## config.mk

```make
export PLATFORM = sky130hd
export DESIGN_NAME = timed_message_send_queue_core
export DESIGN_NICKNAME = d
export VERILOG_FILES = /design/src/rtl/tmsq_pkg.sv /design/src/rtl/tmsq_ram.sv /design/src/rtl/tmsq_front.sv /design/src/rtl/tmsq_back.sv /design/src/rtl/timed_message_send_queue_core.sv
export VERILOG_INCLUDE_DIRS = /design/src /design/src/rtl
export SDC_FILE = /design/constraint.sdc
export NUM_CORES = 1
export LEC_CHECK = 0
export BUFFER_PORTS_ARGS = -buffer_cell sky130_fd_sc_hd__buf_2
export CORE_MARGIN = 10
export CORE_UTILIZATION = 65
export CTS_BUF_LIST = sky130_fd_sc_hd__clkbuf_2
export CTS_CLUSTER_DIAMETER = 200
export DETAILED_ROUTE_END_ITERATION = 12
export PLACE_DENSITY = 0.83
export SLEW_MARGIN = 20
export SYNTH_ARGS = -nofsm -noshare
export SYNTH_HDL_FRONTEND = slang
export SYNTH_SLANG_ARGS = --single-unit
export TNS_END_PERCENT = 50
```

## constraint.sdc

```tcl
create_clock -name i_clk -period 31.1 [get_ports i_clk]
set_clock_uncertainty 0.1 [all_clocks]
set_input_delay 4.665 -clock i_clk [delete_from_list [all_inputs] [get_ports i_clk]]
set_output_delay 4.665 -clock i_clk [all_outputs]
set_load 0.005 [all_outputs]
```

## src/rtl/assert_macros.svh

```systemverilog
// Assertion macros used by the queue back end.
// Defining ASSERT_OFF removes every assertion from the build.
`ifndef ASSERT_MACROS_SVH
`define ASSERT_MACROS_SVH

`ifndef ASSERT_OFF

// The consequent must hold in the same cycle as the antecedent.
`define ASSERT_IMPL(lbl, clk, rst_n, ante, cons) \
    lbl: assert property (@(posedge clk) disable iff (!rst_n) (ante) |-> (cons)) \
        else $error("assertion failed");

// The consequent must hold in the cycle after the antecedent.
`define ASSERT_NEXT(lbl, clk, rst_n, ante, cons) \
    lbl: assert property (@(posedge clk) disable iff (!rst_n) (ante) |=> (cons)) \
        else $error("assertion failed");

`else

`define ASSERT_IMPL(lbl, clk, rst_n, ante, cons)
`define ASSERT_NEXT(lbl, clk, rst_n, ante, cons)

`endif

`endif

```

## src/rtl/tmsq_pkg.sv

```systemverilog
package tmsq_pkg;

    // Default configuration of the queue.
    localparam int DEF_QUEUE_SLOTS = 8;
    localparam int DEF_PLAIN_BYTES = 6;
    localparam int DEF_CLOCK_BYTES = 15;
    localparam int DEF_TIMER_BYTES = 66;

    // Depth of the operation queue between front and back end.
    localparam int OP_FIFO_DEPTH = 2;

    // Command codes of an input word.
    typedef enum logic [1:0] {
        CMD_ENQUEUE = 2'd0,
        CMD_POLL    = 2'd1,
        CMD_TX_DONE = 2'd2,
        CMD_NONE    = 2'd3
    } t_cmd;

    // Message kinds.
    localparam logic [1:0] KIND_PLAIN = 2'd0;
    localparam logic [1:0] KIND_CLOCK = 2'd1;

    // Back-end sequencer states.
    typedef enum logic [1:0] {
        ST_IDLE,
        ST_ENQ_CMP,
        ST_ENQ_PLACE,
        ST_POLL_CMP
    } t_state;

    // Input word.
    typedef struct packed {
        logic [1:0]  command;
        logic [39:0] payload;
        logic [1:0]  kind;
        logic [3:0]  repeat_count;
        logic [15:0] delay_tenths;
        logic [31:0] now_tenths;
    } t_in_item;

    // Result word.
    typedef struct packed {
        logic        accepted;
        logic        send_valid;
        logic [39:0] send_payload;
        logic [1:0]  send_kind;
        logic [7:0]  word_count;
        logic [2:0]  occupancy;
    } t_out_item;

    // Classified operation handed from front to back end. For an enqueue
    // the time is the due time, otherwise it is the current time.
    typedef struct packed {
        t_cmd        cmd;
        logic [39:0] payload;
        logic [1:0]  kind;
        logic [3:0]  reps;
        logic [31:0] time_tenths;
    } t_op_word;

    // One queue slot as held in the RAM.
    typedef struct packed {
        logic [39:0] payload;
        logic [31:0] due;
        logic [1:0]  kind;
        logic [4:0]  repeats;
    } t_entry;

endpackage

```

## src/rtl/tmsq_ram.sv

```systemverilog
module tmsq_ram #(
    parameter int WIDTH = 8,
    parameter int DEPTH = 8
) (
    input  logic                     i_clk,
    input  logic                     i_we,
    input  logic [$clog2(DEPTH)-1:0] i_waddr,
    input  logic [WIDTH-1:0]         i_wdata,
    input  logic [$clog2(DEPTH)-1:0] i_raddr,
    output logic [WIDTH-1:0]         o_rdata
);

    logic [WIDTH-1:0] r_mem [DEPTH];
    logic [WIDTH-1:0] r_rdata;

    // One write port and one registered read port.
    always_ff @(posedge i_clk) begin
        if (i_we) begin
            r_mem[i_waddr] <= i_wdata;
        end
        r_rdata <= r_mem[i_raddr];
    end

    assign o_rdata = r_rdata;

endmodule

```

## src/rtl/tmsq_front.sv

```systemverilog
module tmsq_front
    import tmsq_pkg::*;
(
    input  logic     i_clk,
    input  logic     i_rst_n,
    input  logic     start,
    output logic     busy,
    input  t_in_item i_item,
    output logic     o_op_valid,
    output t_op_word o_op,
    input  logic     i_op_pop
);

    localparam int PW = (OP_FIFO_DEPTH > 1) ? $clog2(OP_FIFO_DEPTH) : 1;
    localparam int CW = $clog2(OP_FIFO_DEPTH + 1);

    t_op_word         r_slot [OP_FIFO_DEPTH];
    logic [PW-1:0]    r_wr, n_wr;
    logic [PW-1:0]    r_rd, n_rd;
    logic [CW-1:0]    r_cnt, n_cnt;
    t_op_word         w_op;
    logic             w_push;

    function automatic logic [PW-1:0] ptr_next(input logic [PW-1:0] p);
        if (p == PW'(OP_FIFO_DEPTH - 1)) begin
            return '0;
        end
        return p + PW'(1);
    endfunction

    // Classify the incoming word; an enqueue gets its due time here.
    always_comb begin
        w_op.cmd     = t_cmd'(i_item.command);
        w_op.payload = i_item.payload;
        w_op.kind    = i_item.kind;
        w_op.reps    = i_item.repeat_count;
        if (t_cmd'(i_item.command) == CMD_ENQUEUE) begin
            w_op.time_tenths = i_item.now_tenths + 32'(i_item.delay_tenths);
        end else begin
            w_op.time_tenths = i_item.now_tenths;
        end
    end

    assign busy       = (r_cnt == CW'(OP_FIFO_DEPTH));
    assign w_push     = start && !busy;
    assign o_op_valid = (r_cnt != '0);
    assign o_op       = r_slot[r_rd];

    // Queue pointers and fill count.
    always_comb begin
        n_wr  = w_push ? ptr_next(r_wr) : r_wr;
        n_rd  = i_op_pop ? ptr_next(r_rd) : r_rd;
        n_cnt = r_cnt + CW'(w_push) - CW'(i_op_pop);
    end

    always_ff @(posedge i_clk) begin
        if (!i_rst_n) begin
            r_wr  <= '0;
            r_rd  <= '0;
            r_cnt <= '0;
        end else begin
            r_wr  <= n_wr;
            r_rd  <= n_rd;
            r_cnt <= n_cnt;
        end
    end

    // Queue storage needs no reset.
    always_ff @(posedge i_clk) begin
        if (w_push) begin
            r_slot[r_wr] <= w_op;
        end
    end

endmodule

```

## src/rtl/tmsq_back.sv

```systemverilog
`include "assert_macros.svh"

module tmsq_back
    import tmsq_pkg::*;
#(
    parameter int QUEUE_SLOTS = DEF_QUEUE_SLOTS,
    parameter int PLAIN_BYTES = DEF_PLAIN_BYTES,
    parameter int CLOCK_BYTES = DEF_CLOCK_BYTES,
    parameter int TIMER_BYTES = DEF_TIMER_BYTES
) (
    input  logic      i_clk,
    input  logic      i_rst_n,
    input  logic      i_op_valid,
    input  t_op_word  i_op,
    output logic      o_op_pop,
    output logic      o_strobe,
    output t_out_item o_result
);

    localparam int IW = $clog2(QUEUE_SLOTS);
    localparam int CW = IW + 3;
    localparam logic [7:0] PlainWords = 8'(2 * PLAIN_BYTES);
    localparam logic [7:0] ClockWords = 8'(2 * CLOCK_BYTES);
    localparam logic [7:0] TimerWords = 8'(2 * TIMER_BYTES);

    t_state        r_state, n_state;
    logic [IW-1:0] r_head, n_head;
    logic [IW-1:0] r_tail, n_tail;
    logic [IW-1:0] r_pos, n_pos;
    logic          r_pending, n_pending;
    t_op_word      r_op, n_op;
    logic          r_strobe, n_strobe;
    t_out_item     r_result, n_result;

    logic          w_we;
    logic [IW-1:0] w_waddr;
    logic [IW-1:0] w_raddr;
    t_entry        w_wdata;
    t_entry        w_rdata;
    logic [$bits(t_entry)-1:0] w_rdata_raw;

    function automatic logic [IW-1:0] slot_next(input logic [IW-1:0] a);
        if (a == IW'(QUEUE_SLOTS - 1)) begin
            return '0;
        end
        return a + IW'(1);
    endfunction

    function automatic logic [IW-1:0] slot_prev(input logic [IW-1:0] a);
        if (a == '0) begin
            return IW'(QUEUE_SLOTS - 1);
        end
        return a - IW'(1);
    endfunction

    function automatic logic [2:0] occ_of(input logic [IW-1:0] head,
                                          input logic [IW-1:0] tail);
        logic [IW:0]   diff;
        logic [CW-1:0] wide;
        if (tail >= head) begin
            diff = {1'b0, tail} - {1'b0, head};
        end else begin
            diff = {1'b0, tail} + (IW + 1)'(QUEUE_SLOTS) - {1'b0, head};
        end
        wide = CW'(diff);
        return wide[2:0];
    endfunction

    function automatic t_entry entry_of(input t_op_word op);
        t_entry e;
        e.payload = op.payload;
        e.due     = op.time_tenths;
        e.kind    = op.kind;
        e.repeats = {1'b0, op.reps};
        return e;
    endfunction

    function automatic logic [7:0] words_of(input logic [1:0] kind);
        if (kind == KIND_PLAIN) begin
            return PlainWords;
        end
        if (kind == KIND_CLOCK) begin
            return ClockWords;
        end
        return TimerWords;
    endfunction

    // Slot storage.
    tmsq_ram #(
        .WIDTH ($bits(t_entry)),
        .DEPTH (QUEUE_SLOTS)
    ) u_ram (
        .i_clk   (i_clk),
        .i_we    (w_we),
        .i_waddr (w_waddr),
        .i_wdata (w_wdata),
        .i_raddr (w_raddr),
        .o_rdata (w_rdata_raw)
    );

    assign w_rdata = t_entry'(w_rdata_raw);

    // Next state of the sequencer.
    always_comb begin
        n_state = r_state;
        case (r_state)
            ST_IDLE: begin
                if (i_op_valid) begin
                    case (i_op.cmd)
                        CMD_ENQUEUE: begin
                            if (slot_next(r_tail) != r_head && r_tail != r_head) begin
                                n_state = ST_ENQ_CMP;
                            end
                        end
                        CMD_POLL: begin
                            if (!r_pending && r_head != r_tail) begin
                                n_state = ST_POLL_CMP;
                            end
                        end
                        default: n_state = ST_IDLE;
                    endcase
                end
            end
            ST_ENQ_CMP: begin
                if (r_op.time_tenths >= w_rdata.due) begin
                    n_state = ST_IDLE;
                end else if (slot_prev(r_pos) == r_head) begin
                    n_state = ST_ENQ_PLACE;
                end
            end
            ST_ENQ_PLACE: n_state = ST_IDLE;
            ST_POLL_CMP:  n_state = ST_IDLE;
            default:      n_state = ST_IDLE;
        endcase
    end

    // Datapath, RAM accesses and result of the sequencer.
    always_comb begin
        n_head    = r_head;
        n_tail    = r_tail;
        n_pos     = r_pos;
        n_pending = r_pending;
        n_op      = r_op;
        n_strobe  = 1'b0;
        n_result  = '0;
        o_op_pop  = 1'b0;
        w_we      = 1'b0;
        w_waddr   = r_pos;
        w_wdata   = entry_of(r_op);
        w_raddr   = slot_prev(r_pos);
        case (r_state)
            ST_IDLE: begin
                if (i_op_valid) begin
                    o_op_pop = 1'b1;
                    n_op     = i_op;
                    case (i_op.cmd)
                        CMD_ENQUEUE: begin
                            if (slot_next(r_tail) == r_head) begin
                                // Ring full: the message is dropped.
                                n_strobe = 1'b1;
                            end else begin
                                n_tail  = slot_next(r_tail);
                                n_pos   = r_tail;
                                w_raddr = slot_prev(r_tail);
                                if (r_tail == r_head) begin
                                    // Empty ring: place straight at the tail.
                                    w_we              = 1'b1;
                                    w_waddr           = r_tail;
                                    w_wdata           = entry_of(i_op);
                                    n_strobe          = 1'b1;
                                    n_result.accepted = 1'b1;
                                end
                            end
                        end
                        CMD_POLL: begin
                            w_raddr = r_head;
                            if (r_pending || r_head == r_tail) begin
                                n_strobe = 1'b1;
                            end
                        end
                        CMD_TX_DONE: begin
                            n_pending = 1'b0;
                            n_strobe  = 1'b1;
                        end
                        default: n_strobe = 1'b1;
                    endcase
                end
            end
            ST_ENQ_CMP: begin
                w_we = 1'b1;
                if (r_op.time_tenths >= w_rdata.due) begin
                    n_strobe          = 1'b1;
                    n_result.accepted = 1'b1;
                end else begin
                    // Move the later entry up one slot and look further down.
                    w_wdata = w_rdata;
                    n_pos   = slot_prev(r_pos);
                    w_raddr = slot_prev(slot_prev(r_pos));
                end
            end
            ST_ENQ_PLACE: begin
                w_we              = 1'b1;
                n_strobe          = 1'b1;
                n_result.accepted = 1'b1;
            end
            ST_POLL_CMP: begin
                n_strobe = 1'b1;
                if (w_rdata.due <= r_op.time_tenths) begin
                    n_result.send_valid   = 1'b1;
                    n_result.send_payload = w_rdata.payload;
                    n_result.send_kind    = w_rdata.kind;
                    n_result.word_count   = words_of(w_rdata.kind);
                    n_pending             = 1'b1;
                    if (w_rdata.repeats == '0) begin
                        n_head = slot_next(r_head);
                    end else begin
                        w_we            = 1'b1;
                        w_waddr         = r_head;
                        w_wdata         = w_rdata;
                        w_wdata.repeats = w_rdata.repeats - 5'd1;
                    end
                end
            end
            default: n_strobe = 1'b0;
        endcase
        n_result.occupancy = occ_of(n_head, n_tail);
    end

    // Control registers.
    always_ff @(posedge i_clk) begin
        if (!i_rst_n) begin
            r_state   <= ST_IDLE;
            r_head    <= '0;
            r_tail    <= '0;
            r_pending <= 1'b0;
            r_strobe  <= 1'b0;
        end else begin
            r_state   <= n_state;
            r_head    <= n_head;
            r_tail    <= n_tail;
            r_pending <= n_pending;
            r_strobe  <= n_strobe;
        end
    end

    // Payload registers.
    always_ff @(posedge i_clk) begin
        r_pos    <= n_pos;
        r_op     <= n_op;
        r_result <= n_result;
    end

    assign o_strobe = r_strobe;
    assign o_result = r_result;

    // A send always sets the pending mark, which was clear before.
    `ASSERT_IMPL(a_send_sets_pending, i_clk, i_rst_n, r_strobe && r_result.send_valid, r_pending && !$past(r_pending))
    // The shifting walk never reaches the head slot.
    `ASSERT_IMPL(a_walk_above_head, i_clk, i_rst_n, r_state == ST_ENQ_CMP, r_pos != r_head)
    // A head check is only made on a non-empty ring with no send pending.
    `ASSERT_IMPL(a_poll_guarded, i_clk, i_rst_n, r_state == ST_POLL_CMP, r_head != r_tail && !r_pending)
    // Placing at the bottom of the walk completes the enqueue.
    `ASSERT_NEXT(a_place_reports, i_clk, i_rst_n, r_state == ST_ENQ_PLACE, r_strobe && r_result.accepted && r_state == ST_IDLE)

endmodule

```

## src/rtl/timed_message_send_queue_core.sv

```systemverilog
// Channel   Direction  Handshake                    Word
// command   in         start high, busy low         i_item  (t_in_item)
// result    out        o_strobe high for one cycle  o_result (t_out_item)
//
// Each word gives one result. Transmit-done, ignored commands, refused enqueues, enqueues
// into an empty ring and polls that meet a pending send or an empty ring are answered from
// the idle state; a poll that checks the head passes the head-compare state, and any
// other enqueue walks, moving k entries up one slot per cycle in the two-port slot RAM.
// Busy rises only while the two-word queue behind the front end is full.
// Reset clears the ring pointers and pending mark, not the RAM; the receiver never stalls.
module timed_message_send_queue_core
    import tmsq_pkg::*;
#(
    parameter int QUEUE_SLOTS = DEF_QUEUE_SLOTS,
    parameter int PLAIN_BYTES = DEF_PLAIN_BYTES,
    parameter int CLOCK_BYTES = DEF_CLOCK_BYTES,
    parameter int TIMER_BYTES = DEF_TIMER_BYTES
) (
    input  logic      i_clk,
    input  logic      i_rst_n,
    input  logic      start,
    output logic      busy,
    input  t_in_item  i_item,
    output logic      o_strobe,
    output t_out_item o_result
);

    logic     w_op_valid;
    logic     w_op_pop;
    t_op_word w_op;

    // Front end: accepts and classifies command words.
    tmsq_front u_front (
        .i_clk      (i_clk),
        .i_rst_n    (i_rst_n),
        .start      (start),
        .busy       (busy),
        .i_item     (i_item),
        .o_op_valid (w_op_valid),
        .o_op       (w_op),
        .i_op_pop   (w_op_pop)
    );

    // Back end: keeps the sorted ring and produces results.
    tmsq_back #(
        .QUEUE_SLOTS (QUEUE_SLOTS),
        .PLAIN_BYTES (PLAIN_BYTES),
        .CLOCK_BYTES (CLOCK_BYTES),
        .TIMER_BYTES (TIMER_BYTES)
    ) u_back (
        .i_clk      (i_clk),
        .i_rst_n    (i_rst_n),
        .i_op_valid (w_op_valid),
        .i_op       (w_op),
        .o_op_pop   (w_op_pop),
        .o_strobe   (o_strobe),
        .o_result   (o_result)
    );

endmodule
```

==> impl_metrics.yaml <==
power_and_ir_drop:
  leakagePower_nw: 15.8
  p_total_mw: 4.72
  p_per_area_mw_per_mm2: 105
  ir_worst_vdd_mv: 0.105
drt:
  highest_layer: "met4"
  wl_per_cell_microns: 23.7
  ant_nets: 0
  finalWirelength_mm: 86.7
  drc: 0
  drt_iter0_drc: 2222
  wl_met2_mm: 43.5
  dr_wl_met3_mm: 7.00
  dr.pass1.iters: 6
  drt-vias-per-instance: 6.10
  drt-met1-wl_mm: 34.6
  via_count: 22300
timing:
  rsz0062_at_grt: "false"
  worst_pin_slew_ns: 1.08
  min_period_ns: 6.90
  holdWs_ns: 0.371
  post-route-period-util_pct: 22.2
  setup_slack_ns: 24.20
  finalSetupViolations: 0
  slew_viol_final: 0
  max_freq_mhz: 145
  maxSlewHeadroom_pct: 28.2
  hold_viol: 0
  setup_tns_ns: 0
placed_design:
  routabilityCongestion: 0.879
  dp.cells: 3220
  dpl_cell_area_sq_mm: 0.0425
  dp_slack_ns: 23.23
  port_buffers: 152
  dp_hpwl_mm: 48.8
synthesis:
  yosysUniqueCellTypes: 66
  avgSynthCellArea_sq_um: 17.7
  synth_ff_type: "edfxtp_1"
  ys_seq_elements: 1018
  synth.cell_area_sq_mm: 0.0409
  syn_inst: 2306
  synth-edff-count: 873
  yosysSeqAreaShare_pct: 71.2
  ys_warn_count: 0
  async_flop_share_pct: 0
floorplan:
  die_y_microns: 271
  pin_count: 156
  row_count: 91
  die_area_sq_mm: 0.0734
  initial_core_util_pct: 65.9
  core_region_area_sq_mm: 0.0621
  die_x_microns: 271
clocking:
  cts_inserted_buffers: 231
  cts_tree: "built"
  clk_latency_ns: 1.44
  cts_buffer_depth: 3
  cts_sinks: 1018
  cts-root-buf: "clkbuf_2"
  cts_resized: 0
  cts_setup_buffers: 0
  path_clk_slew_ns: 0.11
  htreeDepth: 4
  hold_buffers: 0
worst_setup_path:
  cp_max_fo: 3
  cp-end-kind: "output port"
  crit_path_start_kind: "flip-flop"
  worstPathRequired_ns: 26.34
  cpMostUsedCell: "inv_1"
  crit_path_max_incr_delay_ns: 0.36
  path_cells: "inv_1 -> nand2_1 -> inv_1 -> buf_2"
  cp.arrival_ns: 2.13
  crit_type: "reg -> out"
  cp_top_family: "flip-flops"
  critPathBufInv: 3
  cpMaxStageDelayCell: "dfxtp_1"
finish:
  final_layout_size_suffix_gt1_share_pct: 32.1
  area_growth_pct: 9.36
  final_util_pct: 72.1
  final-instance-count-excl-fill: 3661
  final_cell_mix: "873 x edfxtp_1, 342 x clkbuf_2, 163 x mux2_2, 158 x mux4_2, 152 x buf_2"
  final_common_cell: "edfxtp_1"
  nets: 2783
  fin_area_sq_mm: 0.0447
global_routing:
  grt.overflow.total: 0
  grt.total_usage_pct: 23.6
  grt_pass1_vias: 23500
  grt_max_degree: 99
  grt_pass1_wl_mm: 134
  antenna_found_initial: 1
job:
  maxCapViolCount: 0
status:
  status: "completed"
min_path:
  hold_class: "reg -> reg"
==> worst paths after layout <==
kind / cells after the start / slack [ns] / end / startpoint
max: 4 / 24.20 / busy / u_front.r_cnt[0]
min: 1 / 0.37 / u_back.o_result[41] / u_back.u_ram.o_rdata[67]
max reg2reg: 11 / 24.99 / u_back.u_ram.r_mem[5][39] / u_back.r_op[31]
min reg2reg: 1 / 0.37 / u_back.o_result[41] / u_back.u_ram.o_rdata[67]
==> cell type report <==
type | instances | area (sq um)
sequential | 1018 | 29100
fill | 3788 | 17300
multi-input combinational | 1110 | 11100
clock buffer | 342 | 1710
timing repair buffer | 190 | 1090
tap | 837 | 1050
clock inverter | 96 | 428
inverter | 67 | 253
antenna | 1 | 2.50
==> flip-flops by register name, summed over array words and instances (netlist names), 3 cells and up, named ones only <==
signal and cells:
u_back.u_ram.r_mem 632, u_front.r_slot 160, u_back.u_ram.o_rdata 79, u_back.r_op 78, u_back.o_result 51, u_back.r_head 3, u_back.r_pos 3, u_back.r_tail 3
==> per-layer routing <==
layer  GRT usage, %  vias to the layer above
met2           39.0                     1056
met3           5.25                      140
li1               -                     9924
met4           8.32                        0
met5              0                        -
met1           30.7                    11200
==> cells by family after synthesis <==
group,synth area share [%]
buffers and inverters,2.03
AOI/OAI and AO/OA,5.18
adders and majority gates,2.06
other,0.00917
muxes,15.1
and+or+nand+nor,3.55
xor gates and xnor gates,0.899
DFF,71.2
==> synth_stat cells, types with 16 or more instances <==
master | n | area share (%)
edfxtp_1 | 873 | 64
mux2_2 | 163 | 4.5
mux4_2 | 158 | 8.7
dfxtp_1 | 145 | 7.1
a21oi_1 | 107 | 1.3
nor2_1 | 96 | 0.88
o2bb2ai_1 | 80 | 1.7
mux2i_1 | 77 | 1.9
ha_1 | 65 | 2.0
inv_1 | 65 | 0.60
clkbuf_1 | 61 | 0.56
and2_1 | 53 | 0.81
nand2_1 | 49 | 0.45
o21ai_0 | 33 | 0.40
buf_2 | 32 | 0.39
xnor2_1 | 24 | 0.51
xor2_1 | 18 | 0.39
a211oi_1 | 16 | 0.29
==> power by group <==
part / switching (mW) / total, mW / internal (mW)
logic: 1.04 / 1.79 / 0.752
registers: 0.102 / 2.11 / 2.01
clock network: 0.507 / 0.815 / 0.308
(Power assumes the default switching activity.)
